--- src/design/sprite_column_tile_index_gen_assert.svh ---
// Assertion macros used by the tile index generator controller.
`ifndef SPRITE_COLUMN_TILE_INDEX_GEN_ASSERT_SVH
`define SPRITE_COLUMN_TILE_INDEX_GEN_ASSERT_SVH

// Same-cycle implication, disabled while reset is asserted.
`define SCTIG_ASSERT_NOW(label, clk, rst_n, ante, cons) \
    label: assert property (@(posedge clk) disable iff (!rst_n) (ante) |-> (cons)) \
        else $error("sctig assertion failed");

// Next-cycle implication, disabled while reset is asserted.
`define SCTIG_ASSERT_NEXT(label, clk, rst_n, ante, cons) \
    label: assert property (@(posedge clk) disable iff (!rst_n) (ante) |=> (cons)) \
        else $error("sctig assertion failed");

`endif

--- src/design/sctig_pkg.sv ---
// Types and constants shared by the sprite column tile index generator.
package sctig_pkg;

    // Field widths of the streams.
    localparam int COL_W    = 8;
    localparam int SPR_W    = 16;
    localparam int HGT_W    = 12;
    localparam int TILES_W  = 8;
    localparam int IDX_W    = 16;
    localparam int PAL_W    = 8;
    localparam int ROW_W    = 5;
    localparam int IN_W     = 112;
    localparam int OUT_W    = 48;

    // The column remainder is found one quotient bit per cycle.
    localparam int DIV_STEPS = COL_W;
    localparam int STEP_W    = $clog2(DIV_STEPS);

    // One column item as carried on the input stream.
    typedef struct packed {
        logic [COL_W-1:0]   column;
        logic [SPR_W-1:0]   sprite_base;
        logic [HGT_W-1:0]   disp_height;
        logic [TILES_W-1:0] asset_cols;
        logic [TILES_W-1:0] asset_rows;
        logic [IDX_W-1:0]   tile_origin;
        logic [IDX_W-1:0]   frame_number;
        logic [IDX_W-1:0]   frame_stride;
        logic               mirror_h;
        logic               mirror_v;
        logic [PAL_W-1:0]   palette_in;
    } item_t;

    // One tile descriptor as carried on the output stream.
    typedef struct packed {
        logic [SPR_W-1:0] sprite_number;
        logic [ROW_W-1:0] row;
        logic [IDX_W-1:0] tile_index;
        logic [PAL_W-1:0] palette_out;
        logic             flip_h_out;
        logic             flip_v_out;
        logic             last_row;
    } result_t;

    // Commands from the controller to the datapath.
    typedef struct packed {
        logic load_item;
        logic div_step;
        logic mul;
        logic sum;
        logic load_row;
    } ctrl_cmd_t;

    // Status from the datapath to the controller.
    typedef struct packed {
        logic have_row;
        logic last;
    } dp_status_t;

    // Controller states, one-hot.
    typedef enum logic [4:0] {
        ST_IDLE = 5'b00001,
        ST_DIV  = 5'b00010,
        ST_MUL  = 5'b00100,
        ST_SUM  = 5'b01000,
        ST_EMIT = 5'b10000
    } state_t;

endpackage

--- src/design/sctig_dp.sv ---
// Datapath: column remainder, tile offsets, row walk and output register.
module sctig_dp
    import sctig_pkg::*;
#(
    parameter int TILE_PIXELS = 16,
    parameter int MAX_ROWS    = 32
)
(
    input  logic       clk,
    input  item_t      item,
    input  ctrl_cmd_t  cmd,
    output dp_status_t status,
    output result_t    result
);

    logic [COL_W-1:0]   col_reg, col_next;
    logic [TILES_W-1:0] rem_reg, rem_next;
    logic [TILES_W-1:0] wt_reg, ht_reg;
    logic [SPR_W-1:0]   spr_reg;
    logic [IDX_W-1:0]   base_reg, frame_reg, tpf_reg;
    logic               mh_reg, mv_reg;
    logic [PAL_W-1:0]   pal_reg;
    logic [IDX_W-1:0]   colmul_reg, frame_off_reg, start_reg;
    logic [ROW_W-1:0]   row_reg;
    logic [TILES_W-1:0] src_row_reg;
    logic [HGT_W-1:0]   remaining_reg;
    result_t            result_reg;

    logic [TILES_W:0]   trial;
    logic [TILES_W-1:0] pick_col;
    logic [TILES_W-1:0] pick_row;
    logic               last;

    // Restoring remainder step: shift in the next column bit, subtract if it fits.
    always_comb
    begin
        trial    = {rem_reg, col_reg[COL_W-1]};
        col_next = {col_reg[COL_W-2:0], 1'b0};
        if (trial >= {1'b0, wt_reg})
        begin
            rem_next = TILES_W'(trial - {1'b0, wt_reg});
        end
        else
        begin
            rem_next = TILES_W'(trial);
        end
    end

    // Mirrored source column and row.
    assign pick_col = mh_reg ? TILES_W'(wt_reg - 8'd1 - rem_reg) : rem_reg;
    assign pick_row = mv_reg ? TILES_W'(ht_reg - 8'd1 - src_row_reg) : src_row_reg;

    // The last row is reached when the pixels run out or the row cap is hit.
    assign last = (remaining_reg <= HGT_W'(TILE_PIXELS)) || (row_reg == ROW_W'(MAX_ROWS - 1));

    assign status.have_row = (remaining_reg != '0);
    assign status.last     = last;
    assign result          = result_reg;

    // Item capture, with zero asset sizes treated as one.
    always_ff @(posedge clk)
    begin
        if (cmd.load_item)
        begin
            col_reg       <= item.column;
            rem_reg       <= '0;
            wt_reg        <= (item.asset_cols == '0) ? TILES_W'(1) : item.asset_cols;
            ht_reg        <= (item.asset_rows == '0) ? TILES_W'(1) : item.asset_rows;
            spr_reg       <= SPR_W'(item.sprite_base + {8'd0, item.column});
            base_reg      <= item.tile_origin;
            frame_reg     <= item.frame_number;
            tpf_reg       <= item.frame_stride;
            mh_reg        <= item.mirror_h;
            mv_reg        <= item.mirror_v;
            pal_reg       <= item.palette_in;
            remaining_reg <= item.disp_height;
            row_reg       <= '0;
            src_row_reg   <= '0;
        end
        else if (cmd.div_step)
        begin
            col_reg <= col_next;
            rem_reg <= rem_next;
        end
        else if (cmd.load_row)
        begin
            remaining_reg <= (remaining_reg > HGT_W'(TILE_PIXELS))
                             ? HGT_W'(remaining_reg - HGT_W'(TILE_PIXELS)) : '0;
            row_reg       <= ROW_W'(row_reg + 5'd1);
            src_row_reg   <= (src_row_reg == TILES_W'(ht_reg - 8'd1))
                             ? '0 : TILES_W'(src_row_reg + 8'd1);
        end
    end

    // Products, registered before the offset sum.
    always_ff @(posedge clk)
    begin
        if (cmd.mul)
        begin
            colmul_reg    <= IDX_W'({8'd0, pick_col} * {8'd0, ht_reg});
            frame_off_reg <= IDX_W'(frame_reg * tpf_reg);
        end
        if (cmd.sum)
        begin
            start_reg <= IDX_W'(base_reg + frame_off_reg + colmul_reg);
        end
    end

    // Output register holding one tile descriptor.
    always_ff @(posedge clk)
    begin
        if (cmd.load_row)
        begin
            result_reg.sprite_number <= spr_reg;
            result_reg.row           <= row_reg;
            result_reg.tile_index    <= IDX_W'(start_reg + {8'd0, pick_row});
            result_reg.palette_out   <= pal_reg;
            result_reg.flip_h_out    <= mh_reg;
            result_reg.flip_v_out    <= mv_reg;
            result_reg.last_row      <= last;
        end
    end

endmodule

--- src/design/sctig_ctrl.sv ---
// Controller: sequences remainder, multiply, sum and row output per column.
`include "sprite_column_tile_index_gen_assert.svh"
module sctig_ctrl
    import sctig_pkg::*;
(
    input  logic       clk,
    input  logic       rst_n,
    input  logic       in_valid,
    output logic       in_ready,
    output logic       out_valid,
    input  logic       out_ready,
    input  dp_status_t status,
    output ctrl_cmd_t  cmd
);

    state_t            state_reg, state_next;
    logic [STEP_W-1:0] step_reg, step_next;
    logic              out_valid_reg, out_valid_next;
    logic              slot_free;

    assign slot_free = !out_valid_reg || out_ready;
    assign in_ready  = (state_reg == ST_IDLE);
    assign out_valid = out_valid_reg;

    // Next state and commands.
    always_comb
    begin
        state_next = state_reg;
        step_next  = step_reg;
        cmd        = '0;
        case (state_reg)
            ST_IDLE:
            begin
                if (in_valid)
                begin
                    cmd.load_item = 1'b1;
                    step_next     = '0;
                    state_next    = ST_DIV;
                end
            end
            ST_DIV:
            begin
                cmd.div_step = 1'b1;
                step_next    = STEP_W'(step_reg + 1'b1);
                if (step_reg == STEP_W'(DIV_STEPS - 1))
                begin
                    state_next = ST_MUL;
                end
            end
            ST_MUL:
            begin
                cmd.mul    = 1'b1;
                state_next = ST_SUM;
            end
            ST_SUM:
            begin
                cmd.sum    = 1'b1;
                state_next = ST_EMIT;
            end
            ST_EMIT:
            begin
                if (!status.have_row)
                begin
                    state_next = ST_IDLE;
                end
                else if (slot_free)
                begin
                    cmd.load_row = 1'b1;
                    if (status.last)
                    begin
                        state_next = ST_IDLE;
                    end
                end
            end
            default:
            begin
                state_next = ST_IDLE;
            end
        endcase
    end

    // Output slot occupancy.
    always_comb
    begin
        if (cmd.load_row)
        begin
            out_valid_next = 1'b1;
        end
        else if (out_ready)
        begin
            out_valid_next = 1'b0;
        end
        else
        begin
            out_valid_next = out_valid_reg;
        end
    end

    always_ff @(posedge clk or negedge rst_n)
    begin
        if (!rst_n)
        begin
            state_reg     <= ST_IDLE;
            step_reg      <= '0;
            out_valid_reg <= 1'b0;
        end
        else
        begin
            state_reg     <= state_next;
            step_reg      <= step_next;
            out_valid_reg <= out_valid_next;
        end
    end

    `SCTIG_ASSERT_NEXT(a_accept_starts_div, clk, rst_n, in_ready && in_valid, state_reg == ST_DIV)
    `SCTIG_ASSERT_NOW(a_load_into_free_slot, clk, rst_n, cmd.load_row, slot_free)
    `SCTIG_ASSERT_NEXT(a_last_row_ends_item, clk, rst_n, cmd.load_row && status.last,
        state_reg == ST_IDLE && out_valid_reg)
    `SCTIG_ASSERT_NEXT(a_empty_column_ends, clk, rst_n,
        state_reg == ST_EMIT && !status.have_row, state_reg == ST_IDLE)

endmodule

--- src/design/sprite_column_tile_index_gen.sv ---
// Sequence: an accepted column runs through the remainder steps, the multiply, the sum
// and the output register load before its first tile descriptor shows.
// Throughput: a new column is accepted only after the previous one has ended;
// the remainder is found one bit per cycle and rows leave one per cycle, held while
// a row waits on m_tready.
// Reset: rst_n clears the controller state and the output valid asynchronously.
module sprite_column_tile_index_gen
    import sctig_pkg::*;
#(
    parameter int TILE_PIXELS = 16,
    parameter int MAX_ROWS    = 32
)
(
    input  logic             clk,
    input  logic             rst_n,
    input  logic             s_tvalid,
    output logic             s_tready,
    // column, sprite base, display height, asset columns, asset rows,
    // tile origin, frame_number, frame stride, mirror_h, mirror_v, palette_in
    input  logic [IN_W-1:0]  s_tdata,
    output logic             m_tvalid,
    input  logic             m_tready,
    // sprite_number, row, tile_index, palette_out, flip_h_out, flip_v_out
    output logic [OUT_W-1:0] m_tdata,
    output logic             m_tlast
);

    item_t      item;
    result_t    result;
    ctrl_cmd_t  cmd;
    dp_status_t status;

    // Unpack the input transfer.
    assign item.column       = s_tdata[7:0];
    assign item.sprite_base  = s_tdata[23:8];
    assign item.disp_height  = s_tdata[35:24];
    assign item.asset_cols   = s_tdata[43:36];
    assign item.asset_rows   = s_tdata[51:44];
    assign item.tile_origin  = s_tdata[67:52];
    assign item.frame_number = s_tdata[83:68];
    assign item.frame_stride = s_tdata[99:84];
    assign item.mirror_h     = s_tdata[100];
    assign item.mirror_v     = s_tdata[101];
    assign item.palette_in   = s_tdata[109:102];

    // Pack the output transfer.
    assign m_tdata = {1'b0, result.flip_v_out, result.flip_h_out, result.palette_out,
                      result.tile_index, result.row, result.sprite_number};
    assign m_tlast = result.last_row;

    sctig_ctrl u_ctrl (
        .clk       (clk),
        .rst_n     (rst_n),
        .in_valid  (s_tvalid),
        .in_ready  (s_tready),
        .out_valid (m_tvalid),
        .out_ready (m_tready),
        .status    (status),
        .cmd       (cmd)
    );

    sctig_dp #(
        .TILE_PIXELS (TILE_PIXELS),
        .MAX_ROWS    (MAX_ROWS)
    ) u_dp (
        .clk    (clk),
        .item   (item),
        .cmd    (cmd),
        .status (status),
        .result (result)
    );

endmodule

--- config.mk ---
export PLATFORM = sky130hd
export DESIGN_NAME = sprite_column_tile_index_gen
export DESIGN_NICKNAME = d
export VERILOG_FILES = /design/src/design/sctig_pkg.sv /design/src/design/sctig_dp.sv /design/src/design/sctig_ctrl.sv /design/src/design/sprite_column_tile_index_gen.sv
export VERILOG_INCLUDE_DIRS = /design/src /design/src/design
export SDC_FILE = /design/constraint.sdc
export NUM_CORES = 1
export LEC_CHECK = 0
export BUFFER_PORTS_ARGS = -buffer_cell sky130_fd_sc_hd__buf_2
export CAP_MARGIN = 0
export CORE_MARGIN = 1.5
export CORE_UTILIZATION = 46
export DETAILED_ROUTE_END_ITERATION = 10
export PLACE_DENSITY_LB_ADDON = 0.1
export SLEW_MARGIN = 20
export SYNTH_ARGS = -nofsm -noshare
export SYNTH_HDL_FRONTEND = slang
export SYNTH_SLANG_ARGS = --single-unit
--- constraint.sdc ---
create_clock -name clk -period 10.25 [get_ports clk]
set_input_delay 1.5375 -clock clk [delete_from_list [all_inputs] [get_ports clk]]
set_output_delay 1.5375 -clock clk [all_outputs]
set_load 0.005 [all_outputs]
==> impl_metrics.ini, run 1 <==
[run_status]
run_status = finished, final reports clean

[setup_path]
critPathTopFamily = adder cells
crit_path_cell_trace = inv_1, ha_1, inv_1, fa_1, nor2b_1, o21ai_0, a21boi_1, o21a_1, or3_1, a31oi_2, nor2b_1, fa_1, fa_1, fa_1, inv_1, fa_1, inv_1, ha_1, or4_1, a41o_1, o211ai_1, xnor2_1
crit_top_cell = fa_1
cp.arrival_ns = 6.59
crit_path_end_kind = flop
crit_slowest_cell = fa_1
crit_required_ns = 10.55
crit_type = reg2reg
cp_max_fo = 8
max_stage_delay_ns = 0.52
startpoint_type = flop
path_buf_inv = 4

[logic_synthesis]
synth-xor-area-share_pct = 6.42
syn-mean-instance-area_um2 = 11.1
yosysSeqAreaShare_pct = 40.0
yosysMostFrequentCell = inv_1
synth_warnings = 0
yosys-top-cells-area = edfxtp_1 36%, fa_1 16%, ha_1 11%
synth_edf_count = 206
ys_async_sr_fraction_pct = 3.81
synth-simple-area-share_pct = 13.6
synth_common_cells = 211 x inv_1, 206 x edfxtp_1, 145 x ha_1
synth_top_family_by_area = adder cells
synthMuxAreaShare_pct = 0.895
synth_top_area_share_pct = 36.3
syn-num-nets = 1937
synth_ff_type = edfxtp_1
ys_seq_elements = 236
synth_area_um2 = 17100
syn_inst = 1539
synth_area_leader_cell = edfxtp_1
synthDistinctLibCells = 65
synth-compound-area-share_pct = 6.43
synthAdderAreaFrac_pct = 26.7

[clocking]
insertion_delay_ns = 0.57
cts_setup_buffers = 0
cts_root_buf = clkbuf_16
htree_levels = 1
cts_tree = yes
cts_hold_buf = 0
clock_sinks = 236
post_cts_resized = 0
cts_buffers = 28
clk_pin_slew_ns = 0.06
cts_buffer_depth = 3

[route]
finalWirelength_mm = 33.4
drcViolationCount = 0
post_drt_via_cell_ratio = 5.03
drt_iter0_drc = 328
ant_nets = 0
routedWlPerCell_um = 15.3
num_vias = 11000
dr.pass1.iters = 4

[global_routing]
grt_pass1_vias = 11300
grt_util_all_layers_pct = 18.0
grt_pass1_wl_mm = 55.2
antenna_found_initial = 1
overflow = 0
grt_max_degree = 76

[die]
ios = 167
fp.dieW_um = 196
fp.dieH_um = 196
dieArea_um2 = 38300
coreArea_um2 = 36500
initial_utilization_pct = 46.7
rows = 70

[worst_hold_path]
hold_path.class = reg2reg

[finish]
seq_area_um2 = 6830
largest_reg_flops = 48
nets = 2088
multi_input_area_um2 = 9230
area.growth.synth_to_final_pct = 12.5
layout.cells.non_filler = 2181
drive_above_1_share_pct = 13.7
nFillCells = 3276

[run]
max_cap_viol_count = 0

[timing]
tns_ns = 0
drv_slew = 0
rsz0062_at_grt = no
max_slew_margin_pct = 38.4
finalCritPeriodShare_pct = 61.3
setup_viol = 0
min_period_ns = 6.28
max_freq_mhz = 159
tightest_slew_ns = 0.898
hold_violations = 0
clock-skew-final_ns = 0.0144

[placement]
dp_hpwl_mm = 26.1
gp_congestion = 0.842
port_buffers = 163
place_inst = 2128
## area by class of cell
| type | instances | area share, % |
|---|---|---|
| inverter | 214 | 4.20 |
| multi-input combinational | 1043 | 48.1 |
| tap | 468 | 3.05 |
| timing repair buffer | 167 | 4.40 |
| antenna | 1 | 0.0130 |
| sequential | 236 | 35.6 |
| clock inverter | 10 | 0.424 |
| clock buffer | 42 | 4.24 |
## through the flow
stage	setup WS [ns]	utilization, %	cell area [µm²]	hold slack, ns
6_report	3.97	52.6	19200	0.416
3_3_place_gp	4.07	50.1	18300	0.401
2_1_floorplan	4.66	-	17100	0.400
4_1_cts	3.90	52.6	19200	0.418
3_5_place_dp	3.95	50.1	18300	0.405
5_1_grt	3.65	52.6	19200	0.422
## worst paths after layout
kind	startpoint	to	slack, ns	cells past startpoint
min reg2reg	u_dp.spr_reg[14]	u_dp.result[46]	0.42	0
max	u_dp.rem_reg[0]	u_dp.colmul_reg[14]	3.97	22
min	u_dp.spr_reg[14]	u_dp.result[46]	0.42	0
max reg2reg	u_dp.rem_reg[0]	u_dp.colmul_reg[14]	3.97	22
max in group asynchronous	rst_n	u_ctrl.state_reg[0]	9.16	1
min in group asynchronous	rst_n	u_ctrl.out_valid	0.83	1
## cell usage in the layout (no fill, tap or decap), types with 6 or more instances in the layout
cell	instances
a21o_1	14
a21oi_1	41
and2_1	79
and3_1	12
buf_2	163
clkbuf_1	9
clkbuf_16	29
clkinv_2	7
dfrtp_1	8
dfxtp_1	21
edfxtp_1	206
fa_1	137
ha_1	145
inv_1	210
mux2i_1	13
nand2_1	139
nand2b_1	21
nand3_1	18
nand4_1	11
nor2_1	70
nor2b_1	44
nor3_1	17
nor4_1	7
o21a_1	15
o21ai_0	47
o22ai_1	6
o31ai_1	8
or3_1	11
xnor2_1	95
xor2_1	30
## routing by layer
metal	up-vias	part of all wire, %	track usage, %
met5	-	0	0
met4	0	2.5	5.20
met3	52	3.3	2.38
met2	170	47	30.1
met1	5325	48	24.6
li1	5419	-	-
## logic make-up (layout without fill, tap and decap cells)
logic type                 after synthesis  in the layout
AOI/OAI and AO/OA                      169            169
DFF                                    236            236
muxes                                   15             15
buffers and inverters                  260            433
other                                    1              2
xor gates and xnor gates               125            125
and+or+nand+nor                        451            451
adders and majority gates              282            282
Power of run 1 is not shown: default switching activity piles up to over one toggle a cycle in this logic, so the estimate is an artifact.
==> run 2, diff against run 1 <==
==> constraint.sdc (replaced) <==
create_clock -name clk -period 5.5 [get_ports clk]
set_input_delay 0.825 -clock clk [delete_from_list [all_inputs] [get_ports clk]]
set_output_delay 0.825 -clock clk [all_outputs]
set_load 0.005 [all_outputs]
==> run 2 against run 1 <==
Effect of this change: largest cell class unchanged; design area grew 3.6%; wire length grew 2.4%; non-clock buffer count grew 70; critical endpoint is now u_dp.colmul_reg[13].
==> impl_metrics.ini, run 2 (synthesis results as in run 1) <==
[setup_path]
crit_required_ns = 5.81
crit_path_end_kind = flop
cp.arrival_ns = 5.66
crit_type = reg2reg
startpoint_type = flop
cp_max_fo = 4

[placement]
dp_hpwl_mm = 27.1
gp_congestion = 0.851
port_buffers = 163
place_inst = 2186
dp_worst_setup_slack_ns = -0.0755

[timing]
finalCritPeriodShare_pct = 97.4
hold_violations = 0
max_freq_mhz = 187
clock-skew-final_ns = 0.0233
rsz0062_at_grt = yes
tightest_slew_ns = 0.699
tns_ns = 0
setup_slack_ns = 0.142
max_slew_margin_pct = 53.2
holdWs_ns = 0.131
min_period_ns = 5.36
setup_viol = 0
drv_slew = 0

[worst_hold_path]
hold_path.class = in2async

[die]
ios = 167
fp.dieW_um = 196
initial_utilization_pct = 46.7
dieArea_um2 = 38300
fp.dieH_um = 196
coreArea_um2 = 36500
rows = 70

[finish]
drive_above_1_share_pct = 18.6
final_cell_mix = 208 x inv_1, 206 x edfxtp_1, 163 x buf_2
area.growth.synth_to_final_pct = 16.6
layout.cells.non_filler = 2250
nets = 2158
multi_input_area_um2 = 9360
largest_reg_flops = 48
final_common_cell = inv_1
nFillCells = 3212
diodes = 0
seq_area_um2 = 6830

[clocking]
clock_sinks = 236
clk_pin_slew_ns = 0.06
cts_hold_buf = 0
htree_levels = 1
cts_buffers = 28
cts_buffer_depth = 3
cts_root_buf = clkbuf_16
insertion_delay_ns = 0.57
cts_tree = yes

[route]
routedWlPerCell_um = 15.2
ant_nets = 0
finalWirelength_mm = 34.3
post_drt_via_cell_ratio = 4.96
drcViolationCount = 0
dr.pass1.iters = 4
drt_iter0_drc = 386
num_vias = 11200

[global_routing]
antenna_found_initial = 0
overflow = 0
grt_pass1_vias = 11400
grt_util_all_layers_pct = 18.2
grt_pass1_wl_mm = 55.8
grt_max_degree = 54

[run_status]
run_status = finished, final reports clean

[run]
max_cap_viol_count = 0
run 2: cell types whose count changed in the layout (fill, tap and decap cells not counted), sizes merged:
cell	before	now
buf	167	237
bufinv	0	3
clkbuf	42	38
clkinv	11	12
diode	1	0
run 2: metrics by stage:
stage | cell area (µm²) | util (%)
floorplan | 17100 | -
global placement | 18800 | 51.3
detailed placement | 18800 | 51.3
CTS | 19700 | 54.0
global route | 19900 | 54.5
finish | 19900 | 54.5
run 2: path summary, 6_finish.rpt:
check                                 from                   to  slack [ns]  cells after the start
min in group clk           u_dp.spr_reg[2]      u_dp.result[34]        0.40                      0
hold / removal                       rst_n     u_ctrl.out_valid        0.13                      1
setup reg to reg            u_dp.wt_reg[2]  u_dp.colmul_reg[13]        0.14                     20
hold reg to reg            u_dp.spr_reg[2]      u_dp.result[34]        0.40                      0
setup / recovery            u_dp.wt_reg[2]  u_dp.colmul_reg[13]        0.14                     20
max in group asynchronous            rst_n  u_ctrl.state_reg[0]        5.10                      1
run 2: critical path, cell delays in order, from the launching register on:
cell and delay [ns]:
edfxtp_1 0.42, ha_1 0.32, nor2b_2 0.16, o21ai_2 0.15, a21boi_2 0.09, o21a_1 0.18, or3_4 0.34, a31oi_4 0.16
buf_6 0.14, nor2b_2 0.05, fa_1 0.55, fa_1 0.42, fa_1 0.50, inv_1 0.05, fa_1 0.49, inv_2 0.05
ha_4 0.15, or3_1 0.37, o211ai_1 0.28, nand2b_1 0.11, xor2_1 0.14
run 2: final cells by class:
type                            instances  area share (%)
Tap cell                              468            2.94
Timing Repair Buffer                  237            6.93
Clock buffer                           38            3.86
Clock inverter                         14           0.855
Multi-Input combinational cell       1043            47.0
Inverter                              214            4.05
Sequential cell                       236            34.3
run 2: per-layer routing:
layer	global-route usage, %	vias up	routed length (µm)
met5	0	-	0
met4	4.97	0	832
met3	2.50	51	1150
met2	31.3	181	16600
met1	24.1	5373	15600
li1	-	5558	-
run 2: timing repair:
action	in CTS	in global routing
pin swaps	8	25
gates resized for setup	6	27
hold endpoints to repair	0	0
setup endpoints to repair	3	9
buffers inserted	1	11
Power of run 2 is left out for the same reason.
